File: src/rtl/iq_power_peak_gain_zone_agc_unit_assert.svh
// ----------------------------------------------------------------------------
// IQ power AGC assertion macros
// Concurrent checks for simulation; they expand to nothing for synthesis.
// ----------------------------------------------------------------------------
`ifndef IQ_POWER_PEAK_GAIN_ZONE_AGC_UNIT_ASSERT_SVH
`define IQ_POWER_PEAK_GAIN_ZONE_AGC_UNIT_ASSERT_SVH
`ifndef SYNTHESIS
`define IPZAGC_ASSERT_IMPLY(lbl, clk, rst_n, ante, cons) \
    lbl: assert property (@(posedge clk) disable iff (!rst_n) (ante) |-> (cons)) \
        else $error("ipzagc: same-cycle check failed");
`define IPZAGC_ASSERT_NEXT(lbl, clk, rst_n, ante, cons) \
    lbl: assert property (@(posedge clk) disable iff (!rst_n) (ante) |=> (cons)) \
        else $error("ipzagc: next-cycle check failed");
`else
`define IPZAGC_ASSERT_IMPLY(lbl, clk, rst_n, ante, cons)
`define IPZAGC_ASSERT_NEXT(lbl, clk, rst_n, ante, cons)
`endif
`endif

File: src/rtl/ipzagc_pkg.sv
// ----------------------------------------------------------------------------
// IQ power AGC package
// Widths, register codes, result word and zone gain tables.
// ----------------------------------------------------------------------------
package ipzagc_pkg;

    localparam int SAMPLE_W   = 16;
    localparam int CFG_DATA_W = 32;
    localparam int CFG_IDX_W  = 3;
    localparam int LEN_W      = 17;
    localparam int LEVEL_W    = 32;
    localparam int ZONE_W     = 3;
    localparam int GAIN_W     = 7;
    localparam int SHIFT_W    = 8;
    localparam int DELAY_W    = 3;
    localparam int STATUS_W   = 3;

    // window length must be a power of two: the mean is a right shift
    localparam int WINDOW  = 16;
    localparam int WIN_LOG = $clog2(WINDOW);
    localparam int POWER_W = 2 * SAMPLE_W;
    localparam int SUM_W   = POWER_W + WIN_LOG;

    localparam int ZONE_COUNT      = 6;
    localparam int HIGH_ZONE_FIRST = 4;
    localparam int GAIN_MAX        = 72;

    localparam int MIN_LEN = 16;
    localparam int MAX_LEN = 65536;

    localparam int QUEUE_DEPTH = 4;
    localparam int QPTR_W      = $clog2(QUEUE_DEPTH);
    localparam int QCNT_W      = $clog2(QUEUE_DEPTH + 1);

    localparam logic [LEN_W-1:0]   FRAME_LEN_RST  = LEN_W'(50000);
    localparam logic [LEN_W-1:0]   SEARCH_LEN_RST = LEN_W'(1024);
    localparam logic [LEVEL_W-1:0] MIN_LOW_RST    = LEVEL_W'(10000);
    localparam logic [LEVEL_W-1:0] MIN_HIGH_RST   = LEVEL_W'(40000);
    localparam logic [LEVEL_W-1:0] MAX_LEVEL_RST  = LEVEL_W'(4000000);
    localparam logic [DELAY_W-1:0] DELAY_LIM_RST  = DELAY_W'(3);

    typedef enum logic [CFG_IDX_W-1:0] {
        CFG_FRAME_LEN,
        CFG_SEARCH_LEN,
        CFG_MIN_LOW,
        CFG_MIN_HIGH,
        CFG_MAX_LEVEL,
        CFG_DELAY_LIMIT
    } cfg_index_t;

    typedef enum logic [STATUS_W-1:0] {
        ST_TRACK,
        ST_SEARCH,
        ST_SETTLED,
        ST_WEAK_TOP,
        ST_STRONG_BOTTOM
    } agc_status_t;

    typedef enum logic {
        MODE_TRACK,
        MODE_SEARCH
    } agc_mode_t;

    typedef struct packed {
        logic [LEVEL_W-1:0] frame_peak;
        logic [LEVEL_W-1:0] reported_level;
        logic [ZONE_W-1:0]  zone;
        logic [DELAY_W-1:0] delay_count;
        agc_status_t        status;
    } frame_result_t;

    localparam logic signed [SHIFT_W-1:0] ZONE_SHIFT [2**ZONE_W] = '{
        -8'sd16, 8'sd0, 8'sd24, 8'sd48, 8'sd72, 8'sd88, 8'sd88, 8'sd88
    };

    function automatic logic [GAIN_W-1:0] zone_gain(input logic [ZONE_W-1:0] z);
        logic signed [SHIFT_W-1:0] s;
        logic [GAIN_W-1:0]         g;
        s = ZONE_SHIFT[z];
        if (z == '0) begin
            g = '0;
        end else if (z == ZONE_W'(ZONE_COUNT - 1)) begin
            g = GAIN_W'(GAIN_MAX);
        end else if (s > 8'sd72) begin
            g = GAIN_W'(GAIN_MAX);
        end else begin
            g = s[GAIN_W-1:0];
        end
        return g;
    endfunction

endpackage

File: src/rtl/ipzagc_front.sv
// ----------------------------------------------------------------------------
// IQ power AGC front end
// Takes samples, forms window means and frame peaks, and runs the
// tracking/search decision, pushing one result word per frame.
// ----------------------------------------------------------------------------
module ipzagc_front (
    input  logic                                aclk,
    input  logic                                aresetn,
    input  logic                                s_valid,
    output logic                                s_ready,
    input  logic signed [ipzagc_pkg::SAMPLE_W-1:0] s_sample_i,
    input  logic signed [ipzagc_pkg::SAMPLE_W-1:0] s_sample_q,
    input  logic                                cfg_wr_en,
    input  logic [ipzagc_pkg::CFG_IDX_W-1:0]    cfg_index,
    input  logic [ipzagc_pkg::CFG_DATA_W-1:0]   cfg_data,
    input  logic [ipzagc_pkg::QCNT_W-1:0]       q_count,
    output logic                                q_push,
    output ipzagc_pkg::frame_result_t           q_entry
);
    import ipzagc_pkg::*;

    // configuration
    logic [LEN_W-1:0]   frame_len_reg, search_len_reg;
    logic [LEVEL_W-1:0] min_low_reg, min_high_reg, max_level_reg;
    logic [DELAY_W-1:0] delay_limit_reg;

    // sample counting
    logic [LEN_W-1:0]   sample_count_reg, sample_count_next;
    logic [LEN_W-1:0]   raw_len, len, count_inc;
    logic               accept, frame_end, win_end;

    // stage 1: squares
    logic               s1_valid_reg, s1_win_reg, s1_frm_reg;
    logic [POWER_W-1:0] s1_sq_i_reg, s1_sq_q_reg;
    logic signed [POWER_W-1:0] prod_i, prod_q;

    // stage 2: window sum
    logic               s2_valid_reg, s2_win_reg, s2_frm_reg;
    logic [SUM_W-1:0]   window_sum_reg, acc;
    logic [POWER_W-1:0] power;
    logic [LEVEL_W-1:0] mean_reg;

    // stage 3: frame peak
    logic               s3_valid_reg;
    logic [LEVEL_W-1:0] peak_reg, peak_cand, m_reg;

    // stage 4: decision state
    agc_mode_t          mode_reg, mode_next;
    logic [ZONE_W-1:0]  zone_reg, zone_next, zone_step;
    logic [DELAY_W-1:0] oor_reg, oor_next, oor_inc;
    logic [LEVEL_W-1:0] prev_reg, prev_next;
    logic [LEVEL_W-1:0] zmin_cur, zmin_step;
    agc_status_t        status;
    logic               stop;

    always_ff @(posedge aclk) begin
        if (!aresetn) begin
            frame_len_reg   <= FRAME_LEN_RST;
            search_len_reg  <= SEARCH_LEN_RST;
            min_low_reg     <= MIN_LOW_RST;
            min_high_reg    <= MIN_HIGH_RST;
            max_level_reg   <= MAX_LEVEL_RST;
            delay_limit_reg <= DELAY_LIM_RST;
        end else if (cfg_wr_en) begin
            case (cfg_index)
                CFG_FRAME_LEN:   frame_len_reg   <= cfg_data[LEN_W-1:0];
                CFG_SEARCH_LEN:  search_len_reg  <= cfg_data[LEN_W-1:0];
                CFG_MIN_LOW:     min_low_reg     <= cfg_data[LEVEL_W-1:0];
                CFG_MIN_HIGH:    min_high_reg    <= cfg_data[LEVEL_W-1:0];
                CFG_MAX_LEVEL:   max_level_reg   <= cfg_data[LEVEL_W-1:0];
                CFG_DELAY_LIMIT: delay_limit_reg <= cfg_data[DELAY_W-1:0];
                default: ;
            endcase
        end
    end

    // keep room for the one frame word that may be in flight
    assign s_ready = (q_count <= QCNT_W'(QUEUE_DEPTH - 2));
    assign accept  = s_valid && s_ready;

    always_comb begin
        raw_len = (mode_reg == MODE_SEARCH) ? search_len_reg : frame_len_reg;
        if (raw_len < LEN_W'(MIN_LEN)) begin
            len = LEN_W'(MIN_LEN);
        end else if (raw_len > LEN_W'(MAX_LEN)) begin
            len = LEN_W'(MAX_LEN);
        end else begin
            len = raw_len;
        end
    end

    assign count_inc         = sample_count_reg + LEN_W'(1);
    assign frame_end         = (count_inc >= len);
    assign win_end           = (sample_count_reg[WIN_LOG-1:0] == '1);
    assign sample_count_next = frame_end ? '0 : count_inc;

    assign prod_i = s_sample_i * s_sample_i;
    assign prod_q = s_sample_q * s_sample_q;

    always_ff @(posedge aclk) begin
        if (!aresetn) begin
            sample_count_reg <= '0;
            s1_valid_reg     <= 1'b0;
        end else begin
            s1_valid_reg <= accept;
            if (accept) begin
                sample_count_reg <= sample_count_next;
            end
        end
    end

    always_ff @(posedge aclk) begin
        if (accept) begin
            s1_sq_i_reg <= $unsigned(prod_i);
            s1_sq_q_reg <= $unsigned(prod_q);
            s1_win_reg  <= win_end;
            s1_frm_reg  <= frame_end;
        end
    end

    assign power = s1_sq_i_reg + s1_sq_q_reg;
    assign acc   = window_sum_reg + SUM_W'(power);

    always_ff @(posedge aclk) begin
        if (!aresetn) begin
            window_sum_reg <= '0;
            s2_valid_reg   <= 1'b0;
        end else begin
            s2_valid_reg <= s1_valid_reg;
            if (s1_valid_reg) begin
                // drop the partial window at frame end
                window_sum_reg <= (s1_win_reg || s1_frm_reg) ? '0 : acc;
            end
        end
    end

    always_ff @(posedge aclk) begin
        if (s1_valid_reg) begin
            mean_reg   <= acc[SUM_W-1:WIN_LOG];
            s2_win_reg <= s1_win_reg;
            s2_frm_reg <= s1_frm_reg;
        end
    end

    assign peak_cand = (s2_win_reg && (mean_reg > peak_reg)) ? mean_reg : peak_reg;

    always_ff @(posedge aclk) begin
        if (!aresetn) begin
            peak_reg     <= '0;
            s3_valid_reg <= 1'b0;
        end else begin
            s3_valid_reg <= s2_valid_reg && s2_frm_reg;
            if (s2_valid_reg) begin
                peak_reg <= s2_frm_reg ? '0 : peak_cand;
            end
        end
    end

    always_ff @(posedge aclk) begin
        if (s2_valid_reg && s2_frm_reg) begin
            m_reg <= peak_cand;
        end
    end

    always_ff @(posedge aclk) begin
        if (!aresetn) begin
            mode_reg <= MODE_TRACK;
            zone_reg <= '0;
            oor_reg  <= '0;
            prev_reg <= '0;
        end else if (s3_valid_reg) begin
            mode_reg <= mode_next;
            zone_reg <= zone_next;
            oor_reg  <= oor_next;
            prev_reg <= prev_next;
        end
    end

    assign zmin_cur  = (zone_reg < ZONE_W'(HIGH_ZONE_FIRST)) ? min_low_reg : min_high_reg;
    assign oor_inc   = oor_reg + DELAY_W'(1);

    always_comb begin
        mode_next = mode_reg;
        zone_next = zone_reg;
        oor_next  = oor_reg;
        prev_next = prev_reg;
        status    = ST_TRACK;
        stop      = 1'b0;
        zone_step = zone_reg;
        zmin_step = zmin_cur;
        case (mode_reg)
            MODE_TRACK: begin
                if ((m_reg > zmin_cur) && (m_reg < max_level_reg)) begin
                    oor_next  = '0;
                    prev_next = m_reg;
                end else if (oor_inc >= delay_limit_reg) begin
                    oor_next  = '0;
                    mode_next = MODE_SEARCH;
                    status    = ST_SEARCH;
                end else begin
                    oor_next = oor_inc;
                end
            end
            MODE_SEARCH: begin
                oor_next = '0;
                status   = ST_SEARCH;
                if ((m_reg >= zmin_cur) && (m_reg <= max_level_reg)) begin
                    mode_next = MODE_TRACK;
                    status    = ST_SETTLED;
                end else begin
                    // step up when too weak, then down when too strong
                    if (m_reg < zmin_cur) begin
                        if (zone_reg < ZONE_W'(ZONE_COUNT - 1)) begin
                            zone_step = zone_reg + ZONE_W'(1);
                        end else begin
                            stop   = 1'b1;
                            status = ST_WEAK_TOP;
                        end
                    end
                    if (!stop && (m_reg > max_level_reg)) begin
                        if (zone_step != '0) begin
                            zone_step = zone_step - ZONE_W'(1);
                        end else begin
                            stop   = 1'b1;
                            status = ST_STRONG_BOTTOM;
                        end
                    end
                    zmin_step = (zone_step < ZONE_W'(HIGH_ZONE_FIRST)) ? min_low_reg
                                                                       : min_high_reg;
                    if (!stop && (m_reg >= zmin_step) && (m_reg <= max_level_reg)) begin
                        stop   = 1'b1;
                        status = ST_SETTLED;
                    end
                    if (stop) begin
                        mode_next = MODE_TRACK;
                    end
                    zone_next = zone_step;
                end
            end
            default: begin
                mode_next = MODE_TRACK;
            end
        endcase
    end

    assign q_push                 = s3_valid_reg;
    assign q_entry.frame_peak     = m_reg;
    assign q_entry.reported_level = prev_next;
    assign q_entry.zone           = zone_next;
    assign q_entry.delay_count    = oor_next;
    assign q_entry.status         = status;

endmodule

File: src/rtl/ipzagc_queue.sv
// ----------------------------------------------------------------------------
// IQ power AGC result queue
// Short FIFO of frame result words between the front and back ends.
// ----------------------------------------------------------------------------
module ipzagc_queue (
    input  logic                          aclk,
    input  logic                          aresetn,
    input  logic                          push,
    input  ipzagc_pkg::frame_result_t     push_entry,
    input  logic                          pop,
    output logic                          head_valid,
    output ipzagc_pkg::frame_result_t     head_entry,
    output logic [ipzagc_pkg::QCNT_W-1:0] count
);
    import ipzagc_pkg::*;

    frame_result_t       slot_reg [QUEUE_DEPTH];
    logic [QPTR_W-1:0]   wr_ptr_reg, rd_ptr_reg;
    logic [QCNT_W-1:0]   count_reg;

    function automatic logic [QPTR_W-1:0] ptr_inc(input logic [QPTR_W-1:0] p);
        return (p == QPTR_W'(QUEUE_DEPTH - 1)) ? '0 : p + QPTR_W'(1);
    endfunction

    always_ff @(posedge aclk) begin
        if (push) begin
            slot_reg[wr_ptr_reg] <= push_entry;
        end
    end

    always_ff @(posedge aclk) begin
        if (!aresetn) begin
            wr_ptr_reg <= '0;
            rd_ptr_reg <= '0;
            count_reg  <= '0;
        end else begin
            if (push) begin
                wr_ptr_reg <= ptr_inc(wr_ptr_reg);
            end
            if (pop) begin
                rd_ptr_reg <= ptr_inc(rd_ptr_reg);
            end
            case ({push, pop})
                2'b10:   count_reg <= count_reg + QCNT_W'(1);
                2'b01:   count_reg <= count_reg - QCNT_W'(1);
                default: count_reg <= count_reg;
            endcase
        end
    end

    assign head_valid = (count_reg != '0);
    assign head_entry = slot_reg[rd_ptr_reg];
    assign count      = count_reg;

endmodule

File: src/rtl/ipzagc_back.sv
// ----------------------------------------------------------------------------
// IQ power AGC back end
// Maps the zone to gain and switch settings and holds the result register.
// ----------------------------------------------------------------------------
module ipzagc_back (
    input  logic                                 aclk,
    input  logic                                 aresetn,
    input  logic                                 head_valid,
    input  ipzagc_pkg::frame_result_t            head_entry,
    output logic                                 pop,
    output logic                                 m_valid,
    input  logic                                 m_ready,
    output logic [ipzagc_pkg::LEVEL_W-1:0]       m_frame_peak,
    output logic [ipzagc_pkg::LEVEL_W-1:0]       m_reported_level,
    output logic [ipzagc_pkg::ZONE_W-1:0]        m_zone_index,
    output logic [ipzagc_pkg::GAIN_W-1:0]        m_rx_gain_db,
    output logic                                 m_lna_on,
    output logic                                 m_att_on,
    output logic signed [ipzagc_pkg::SHIFT_W-1:0] m_zone_shift_db,
    output logic [ipzagc_pkg::DELAY_W-1:0]       m_delay_count,
    output logic [ipzagc_pkg::STATUS_W-1:0]      m_agc_status
);
    import ipzagc_pkg::*;

    logic                      valid_reg;
    logic [LEVEL_W-1:0]        peak_reg, level_reg;
    logic [ZONE_W-1:0]         zone_reg;
    logic [GAIN_W-1:0]         gain_reg;
    logic                      lna_reg, att_reg;
    logic signed [SHIFT_W-1:0] shift_reg;
    logic [DELAY_W-1:0]        delay_reg;
    agc_status_t               status_reg;
    logic                      load;

    // refill whenever the output register is empty or being taken
    assign load = head_valid && (!valid_reg || m_ready);
    assign pop  = load;

    always_ff @(posedge aclk) begin
        if (!aresetn) begin
            valid_reg <= 1'b0;
        end else if (load) begin
            valid_reg <= 1'b1;
        end else if (m_ready) begin
            valid_reg <= 1'b0;
        end
    end

    always_ff @(posedge aclk) begin
        if (load) begin
            peak_reg   <= head_entry.frame_peak;
            level_reg  <= head_entry.reported_level;
            zone_reg   <= head_entry.zone;
            gain_reg   <= zone_gain(head_entry.zone);
            lna_reg    <= (head_entry.zone == ZONE_W'(ZONE_COUNT - 1));
            att_reg    <= (head_entry.zone == '0);
            shift_reg  <= ZONE_SHIFT[head_entry.zone];
            delay_reg  <= head_entry.delay_count;
            status_reg <= head_entry.status;
        end
    end

    assign m_valid          = valid_reg;
    assign m_frame_peak     = peak_reg;
    assign m_reported_level = level_reg;
    assign m_zone_index     = zone_reg;
    assign m_rx_gain_db     = gain_reg;
    assign m_lna_on         = lna_reg;
    assign m_att_on         = att_reg;
    assign m_zone_shift_db  = shift_reg;
    assign m_delay_count    = delay_reg;
    assign m_agc_status     = status_reg;

endmodule

File: src/rtl/iq_power_peak_gain_zone_agc_unit.sv
// ----------------------------------------------------------------------------
// IQ power peak stepped-zone AGC, one sample per cycle sustained while the result queue has room.
// A frame's result passes the square, window-sum and frame-peak stages, the result queue and the output register.
// Input stalls only when the 4-entry result queue backs up from the output.
// Synchronous active-low reset: tracking mode, zone 0, counters/levels zero.
// ----------------------------------------------------------------------------
`include "iq_power_peak_gain_zone_agc_unit_assert.svh"

module iq_power_peak_gain_zone_agc_unit (
    input  logic                                  aclk,
    input  logic                                  aresetn,
    input  logic                                  s_valid,
    output logic                                  s_ready,
    input  logic signed [ipzagc_pkg::SAMPLE_W-1:0] s_sample_i,
    input  logic signed [ipzagc_pkg::SAMPLE_W-1:0] s_sample_q,
    output logic                                  m_valid,
    input  logic                                  m_ready,
    output logic [ipzagc_pkg::LEVEL_W-1:0]        m_frame_peak,
    output logic [ipzagc_pkg::LEVEL_W-1:0]        m_reported_level,
    output logic [ipzagc_pkg::ZONE_W-1:0]         m_zone_index,
    output logic [ipzagc_pkg::GAIN_W-1:0]         m_rx_gain_db,
    output logic                                  m_lna_on,
    output logic                                  m_att_on,
    output logic signed [ipzagc_pkg::SHIFT_W-1:0] m_zone_shift_db,
    output logic [ipzagc_pkg::DELAY_W-1:0]        m_delay_count,
    output logic [ipzagc_pkg::STATUS_W-1:0]       m_agc_status,
    input  logic                                  cfg_wr_en,
    input  logic [ipzagc_pkg::CFG_IDX_W-1:0]      cfg_index,
    input  logic [ipzagc_pkg::CFG_DATA_W-1:0]     cfg_data
);
    import ipzagc_pkg::*;

    logic              q_push, q_pop, q_head_valid;
    frame_result_t     q_entry, q_head;
    logic [QCNT_W-1:0] q_count;

    ipzagc_front u_front (
        .aclk       (aclk),
        .aresetn    (aresetn),
        .s_valid    (s_valid),
        .s_ready    (s_ready),
        .s_sample_i (s_sample_i),
        .s_sample_q (s_sample_q),
        .cfg_wr_en  (cfg_wr_en),
        .cfg_index  (cfg_index),
        .cfg_data   (cfg_data),
        .q_count    (q_count),
        .q_push     (q_push),
        .q_entry    (q_entry)
    );

    ipzagc_queue u_queue (
        .aclk       (aclk),
        .aresetn    (aresetn),
        .push       (q_push),
        .push_entry (q_entry),
        .pop        (q_pop),
        .head_valid (q_head_valid),
        .head_entry (q_head),
        .count      (q_count)
    );

    ipzagc_back u_back (
        .aclk             (aclk),
        .aresetn          (aresetn),
        .head_valid       (q_head_valid),
        .head_entry       (q_head),
        .pop              (q_pop),
        .m_valid          (m_valid),
        .m_ready          (m_ready),
        .m_frame_peak     (m_frame_peak),
        .m_reported_level (m_reported_level),
        .m_zone_index     (m_zone_index),
        .m_rx_gain_db     (m_rx_gain_db),
        .m_lna_on         (m_lna_on),
        .m_att_on         (m_att_on),
        .m_zone_shift_db  (m_zone_shift_db),
        .m_delay_count    (m_delay_count),
        .m_agc_status     (m_agc_status)
    );

    `IPZAGC_ASSERT_IMPLY(a_queue_room, aclk, aresetn, q_push, q_count != QCNT_W'(QUEUE_DEPTH))
    `IPZAGC_ASSERT_NEXT(a_push_lands, aclk, aresetn, q_push, q_count != '0)
    `IPZAGC_ASSERT_IMPLY(a_search_no_delay, aclk, aresetn, m_valid && (m_agc_status == ST_SEARCH), m_delay_count == '0)
    `IPZAGC_ASSERT_IMPLY(a_ext_exclusive, aclk, aresetn, m_valid, !(m_lna_on && m_att_on))

endmodule

File: config.mk
export PLATFORM = sky130hd
export DESIGN_NAME = iq_power_peak_gain_zone_agc_unit
export DESIGN_NICKNAME = d
export VERILOG_FILES = /design/src/rtl/ipzagc_pkg.sv /design/src/rtl/ipzagc_front.sv /design/src/rtl/ipzagc_queue.sv /design/src/rtl/ipzagc_back.sv /design/src/rtl/iq_power_peak_gain_zone_agc_unit.sv
export VERILOG_INCLUDE_DIRS = /design/src /design/src/rtl
export SDC_FILE = /design/constraint.sdc
export NUM_CORES = 2
export LEC_CHECK = 0
export ABC_AREA = 1
export BUFFER_PORTS_ARGS = -buffer_cell sky130_fd_sc_hd__buf_2
export CAP_MARGIN = 20
export CORE_MARGIN = 2
export CORE_UTILIZATION = 60
export DETAILED_ROUTE_END_ITERATION = 12
export GPL_TIMING_DRIVEN = 0
export PLACE_DENSITY = 0.77
export SKIP_CTS_REPAIR_TIMING = 1
export SYNTH_ARGS = -nofsm -noshare
export SYNTH_HDL_FRONTEND = slang
export SYNTH_SLANG_ARGS = --single-unit
File: constraint.sdc
create_clock -name aclk -period 10.1 [get_ports aclk]
set_clock_uncertainty 0.1 [all_clocks]
set_input_delay 1.01 -clock aclk [delete_from_list [all_inputs] [get_ports aclk]]
set_output_delay 1.01 -clock aclk [all_outputs]
set_load 0.005 [all_outputs]
**Word-level counts from Yosys, hierarchy flattened**

Memory sizes are Yosys's and may differ from the RTL's. A register that Yosys moved wholly into a read port is not among the register bits.
Cells that the tools add are included.
Widths: inputs -> output; s select.

- Register bits after elaboration: 490
- Latch bits: 0
- RAM bits: 292
- Memory bits (read-only): 64
- Input port bits: 72
- Output and inout port bits: 92
- Memories kept: 2

Memories:

| memory | words | width | rd ports | clocked after memory_dff | wr ports | RTL line | RTL |
|---|---|---|---|---|---|---|---|
| u_queue.slot_reg | 4 | 73 | 1 | 1 | 1 | ipzagc_queue.sv:17 | `frame_result_t slot_reg [QUEUE_DEPTH];` |
| (name not given) | 8 | 8 | 1 | 0 | 0 | ipzagc_pkg.sv:79 | `s = ZONE_SHIFT[z];` |

- Add/subtract/negate cells: 10
- Multipliers: 2
- Divide/modulo/power cells: 0
- $lt $le $gt $ge: 18
- Equal/unequal tests: 11
- Shift-type cells: 0
- Multiplexer cells: 62
- Bitwise logic cells: 2
- Reduce and logical (&&, ||, !) cells: 27

Operators with widths:

| operator | count |
|---|---|
| $mux 32 | 6 |
| $gt 32x32->1 | 3 |
| $mux 17 | 4 |
| $ge 32x32->1 | 2 |
| $lt 32x32->1 | 2 |
| $mul 16x16->32 | 2 |
| $mux 3 | 18 |
| $add 36x32->36 | 1 |
| $mux 36 | 1 |
| $add 32x32->32 | 1 |
| $le 32x32->1 | 1 |
| $mux 1 | 20 |
| $pmux 3 s2 | 3 |
| $add 17x1->17 const B | 1 |
| $ge 17x17->1 | 1 |
| $gt 17x17->1 const B | 1 |
| $lt 17x5->1 const B | 1 |
| $mux 8 | 2 |
| $mux 7 | 2 |
| $reduce_and 2->1 | 6 |
| $mux 2 | 5 |
| $add 3x1->3 const B | 3 |
| $eq 3x3->1 const B | 3 |
| $logic_and 1x1->1 | 9 |
| other kinds (21) | 34 |

**Logic depth before layout (Yosys ltp)**

- Depth after elaboration: 22
- Gate-level depth with buffers: 44

**Hierarchy**

A second synthesis with hierarchy kept.

- Cell total of the unflattened synthesis: 5,933
- Area, all modules: 54,786.3 µm²

By module, submodules not included:

| module | instances | cells an instance | area an instance (µm²) |
|---|---|---|---|
| ipzagc_front | 1 | 5,048 | 40,775.4 |
| ipzagc_queue | 1 | 766 | 11,293.3 |
| ipzagc_back | 1 | 119 | 2,717.6 |

**Worst setup path before layout**

No wires, ideal clock.

- Path kind: input port to flip-flop
- Start point: input port m_ready
- End point: register u_queue.count_reg[2] (netlist: u_queue.count[2])
- Setup time: 122 ps
- Arrival time: 6,730 ps
- Required time: 9,878 ps
- Setup slack: 3,148 ps
- Stages: 9
- Buffers on the path: 0
- Path through: nor2_1 -> a21oi_1 -> ha_1 -> inv_1 -> fa_1 -> a21oi_1 -> o21ai_0 -> o21ai_0 -> a21oi_1

- Longest elaborated chain between the ends: 4
- Elaborated cells between the ends (all ways): 6
- Classes of those cells: 2 x eq/ne; 1 x mux; 3 x reduce/logical

RTL lines:

| element | RTL line | RTL |
|---|---|---|
| start: declaration | iq_power_peak_gain_zone_agc_unit.sv:17 | `input logic m_ready,` |
| $logic_or 1x1->1 (*) | ipzagc_back.sv:36 | `assign load = head_valid && (!valid_reg \|\| m_ready);` |
| $logic_and 1x1->1 (*) | ipzagc_back.sv:36 |  |
| via q_pop | iq_power_peak_gain_zone_agc_unit.sv:33 | `logic q_push, q_pop, q_head_valid;` |
| $eq 2x1->1 / $eq 2x2->1 (equally long branches) | ipzagc_queue.sv:43 | `case ({push, pop})` |
| $pmux 3 s2 / $reduce_bool 2->1 (equally long branches) | - |  |
| end signal: assignment | ipzagc_queue.sv:44 | `2'b10: count_reg <= count_reg + QCNT_W'(1);` |
| end signal: assignment | ipzagc_queue.sv:45 | `2'b01: count_reg <= count_reg - QCNT_W'(1);` |
| end signal: assignment | ipzagc_queue.sv:46 | `default: count_reg <= count_reg;` |
| end: declaration | ipzagc_queue.sv:19 | `logic [QCNT_W-1:0] count_reg;` |

The timed path passes the listed nets; every way through them passes the cells marked *.
A chain may end at the register's enable or synchronous reset.

**Final worst setup path**

- Start point: input port s_sample_i[8] in the netlist's numbering
- End point: register u_front.s1_sq_i_reg[28], data pin

- Longest elaborated chain between the ends: 1

RTL lines:

| element | RTL line | RTL |
|---|---|---|
| start: declaration | iq_power_peak_gain_zone_agc_unit.sv:14 | `input logic signed [ipzagc_pkg::SAMPLE_W-1:0] s_sample_i,` |
| $mul 16x16->32 | ipzagc_front.sv:97 | `assign prod_i = s_sample_i * s_sample_i;` |
| via u_front.prod_i[28] | ipzagc_front.sv:35 | `logic signed [POWER_W-1:0] prod_i, prod_q;` |
| end signal: assignment | ipzagc_front.sv:114 | `s1_sq_i_reg <= $unsigned(prod_i);` |
| end: declaration | ipzagc_front.sv:34 | `logic [POWER_W-1:0] s1_sq_i_reg, s1_sq_q_reg;` |

The timed path passes the listed nets, and every way through them passes these cells.

==> impl_metrics.csv <==
group,metric,value,unit
status,status,"finished, final reports clean",
critical_path,rr_endpoint,"u_front.mode_reg",
critical_path,path_class,"in2reg",
min_path,min_from,"u_front.s1_frm_reg",
sta,clock.fmax,135,MHz
die,die_area,0.0935,mm²
yosys,syn_inst,5964,
yosys,synth-seq-cells,775,
cts,htreeDepth,3,
detailed_routing,drtPass1Iterations,7,
place,gp_congestion,0.960,
yosys,seq_area_frac_synth,37.6,%
yosys,synth_area_leaders,"edfxtp_1 28%, fa_1 18%, dfxtp_1 9.9%",
yosys,ys_warn_count,0,
min_path,holdPathStages,0,
cells_and_area,largest_reg_flops,292,
global_route,grt_first_pass_wirelength,218,mm
die,start_util,60.6,%
detailed_routing,num_vias,41400,
detailed_routing,wl_per_cell,18.4,µm
cells_and_area,area_growth,9.48,%
sta,max-slew-margin-rel,37.3,%
global_route,grt_max_degree,64,
sta,fin_crit_sh,73.1,%
die,dieHeight,306,µm
cts,numCtsBuffers,81,
sta,setup_tns,0,ps
flow_run,drv_cap,0,
critical_path,startpoint,"s_sample_i[8]",
global_route,antenna_found_initial,1,
cts,clkSlewWorstSetupHoldPaths,60,ps
sta,final_max_slew_viol_count,0,
detailed_routing,viasPerCell,5.56,
die,die_w,306,µm
critical_path,cp_max_fo,10,
cells_and_area,fill_cells,7076,
place,io_buffers,139,
die,rows,110,
yosys,synth_cell_types,60,
sta,tightest_slew,940,ps
global_route,grtUsageTotal,29.6,%
yosys,synth_area,0.0547,mm²
critical_path,rrSetupSlack,3670,ps
detailed_routing,postRouteAntennaNets,0,
min_path,hold_class,"reg2reg",
sta,setup_viol,0,
global_route,first_global_vias,41800,
yosys,yosysTopAreaCellShare,27.7,%
critical_path,end_kind,"flop",
global_route,gr-total-overflow,0,
cells_and_area,nets,7147,
place,hpwl,106,mm
yosys,synth_ff_type,"edfxtp_1",
sta,rsz0062_at_grt,"no",
detailed_routing,drc,0,
sta,hold_violations,0,
cts,cts_tree,"yes",
cells_and_area,drive_above_1_share,5.66,%
cts,clock_latency,660,ps
yosys,synth_top_cell_by_area,"edfxtp_1",
critical_path,startpoint_type,"primary input",
die,core,0.0901,mm²
cts,root_buffer,"clkbuf_16",
sta,period_needed,7380,ps
detailed_routing,first_iter_violations,3985,
critical_path,cp.arrival,7660,ps
cts,clock_sink_count,775,
yosys,syn_area_per_cell,9.16,µm²
critical_path,cp.required,10380,ps
critical_path,r2r_cells,36,
yosys,synthArstFlopShare,0,%
critical_path,r2r-start,"u_front.zone_reg[2]",
die,io_pins,164,
yosys,synth_edf_count,505,
min_path,hold_end,"u_front.s2_frm_reg",
detailed_routing,routed_wl,137,mm
cts,cts.path.max_buffers,3,
## placed cells by master, fill, tap and decap left out, types with 7 or more instances in the layout
master,instances
o21ai_1,57
clkbuf_16,81
buf_2,148
nor3_1,32
a31oi_1,22
or2_2,14
nand2_1,996
nor4_1,10
xnor2_1,60
a21oi_1,349
mux2i_1,10
ha_1,394
buf_1,14
fa_1,481
inv_1,1069
o21a_1,15
a22oi_1,17
edfxtp_1,505
dfxtp_1,269
o21ai_0,385
a21oi_2,7
o21bai_1,12
o211ai_1,22
nand3b_1,36
o22ai_1,71
and2_1,42
clkinv_2,19
nand4_1,31
clkinv_1,16
buf_4,11
xor2_1,92
nand3_1,136
nor2_1,520
a21o_1,17
clkbuf_1,196
## area by class of cell
class / count / area, µm² / share of cell area [%]
diodes: 2 / 5.00 / 0.00836
plain buffers: 219 / 912 / 1.52
clock buffers: 102 / 2160 / 3.60
clock inverters: 50 / 584 / 0.977
inverters: 1086 / 4090 / 6.83
multi-input cells: 3889 / 29100 / 48.7
flip-flops and latches: 775 / 20600 / 34.4
well taps: 1176 / 1470 / 2.46
repair buffers: 148 / 921 / 1.54
## cell families after synthesis
family	after synthesis	share of synthesized area, %
AO/OA/AOI/OAI	1000	9.96
AND/OR/NAND/NOR	1846	14.0
other	1	0.00686
adder cells (fa/ha/maj)	875	26.6
buffers and inverters	1305	9.13
XOR/XNOR	152	2.44
flip-flops	775	37.6
multiplexers	10	0.183
## layer usage
layer / part of all wire [%] / track usage [%] / routed length (µm) / up-vias
met4: 5.0 / 13.5 / 6900 / 0
met3: 6.4 / 3.43 / 8760 / 350
met2: 50 / 51.9 / 68300 / 1555
met1: 39 / 36.8 / 53100 / 19900
li1: - / - / - / 19600
met5: 0 / 0 / 0 / -
## how the worst max path moves through the flow
stage / slack, ps / cells past startpoint / to
3_5_place_dp: 2220 / 23 / u_front.s1_sq_i_reg[28]
4_1_cts: 2870 / 23 / u_front.s1_sq_i_reg[28]
3_3_place_gp: 1180 / 10 / u_queue.count[2]
5_1_grt: 2510 / 23 / u_front.s1_sq_i_reg[28]
2_1_floorplan: 3150 / 9 / u_queue.count[2]
6_report: 2720 / 23 / u_front.s1_sq_i_reg[28]
## through the flow
step	instance area (µm²)	hold WS, ps	cells	utilization, %	worst slack, ps
after CTS	59800	352	7445	66.4	2870
after floorplan	54700	324	5969	-	3150
final	59800	344	7447	66.4	2720
after global placement	56800	333	7284	63.1	1180
after detailed placement	57100	346	7293	63.3	2220
after global routing	59800	372	7446	66.4	2510
## worst max-delay path, stage by stage
cell,delay (ps)
clkbuf_1,450
clkbuf_1,630
nand2_1,220
fa_1,550
inv_1,50
fa_1,480
inv_1,60
fa_1,500
inv_1,50
fa_1,530
inv_1,50
fa_1,480
inv_1,60
fa_1,540
ha_1,440
nand2_1,150
nor4_1,650
nand4_1,190
nand3_1,190
nand2_1,70
nand2_1,100
a21oi_1,80
xnor2_1,120
## synthesized netlist by cell type (all sizes together), types with 3 or more instances
cell,n
fa,481
o21a,15
o22ai,71
a21boi,6
inv,1079
and2,42
nand3,137
o21bai,12
a31oi,22
nand4,31
edfxtp,505
a21o,17
a211oi,3
or2,18
o21ai,444
o211ai,22
clkbuf,180
mux2i,10
nor4,12
nor2,525
a21oi,357
nand3b,36
and3,3
ha,394
nand2,1004
clkinv,7
a22oi,17
xnor2,60
nor3,34
dfxtp,270
buf,39
xor2,92
Power is left out: the tool's default activity adds up to more than one toggle a clock period on the data nets, which glitch-free logic cannot reach.
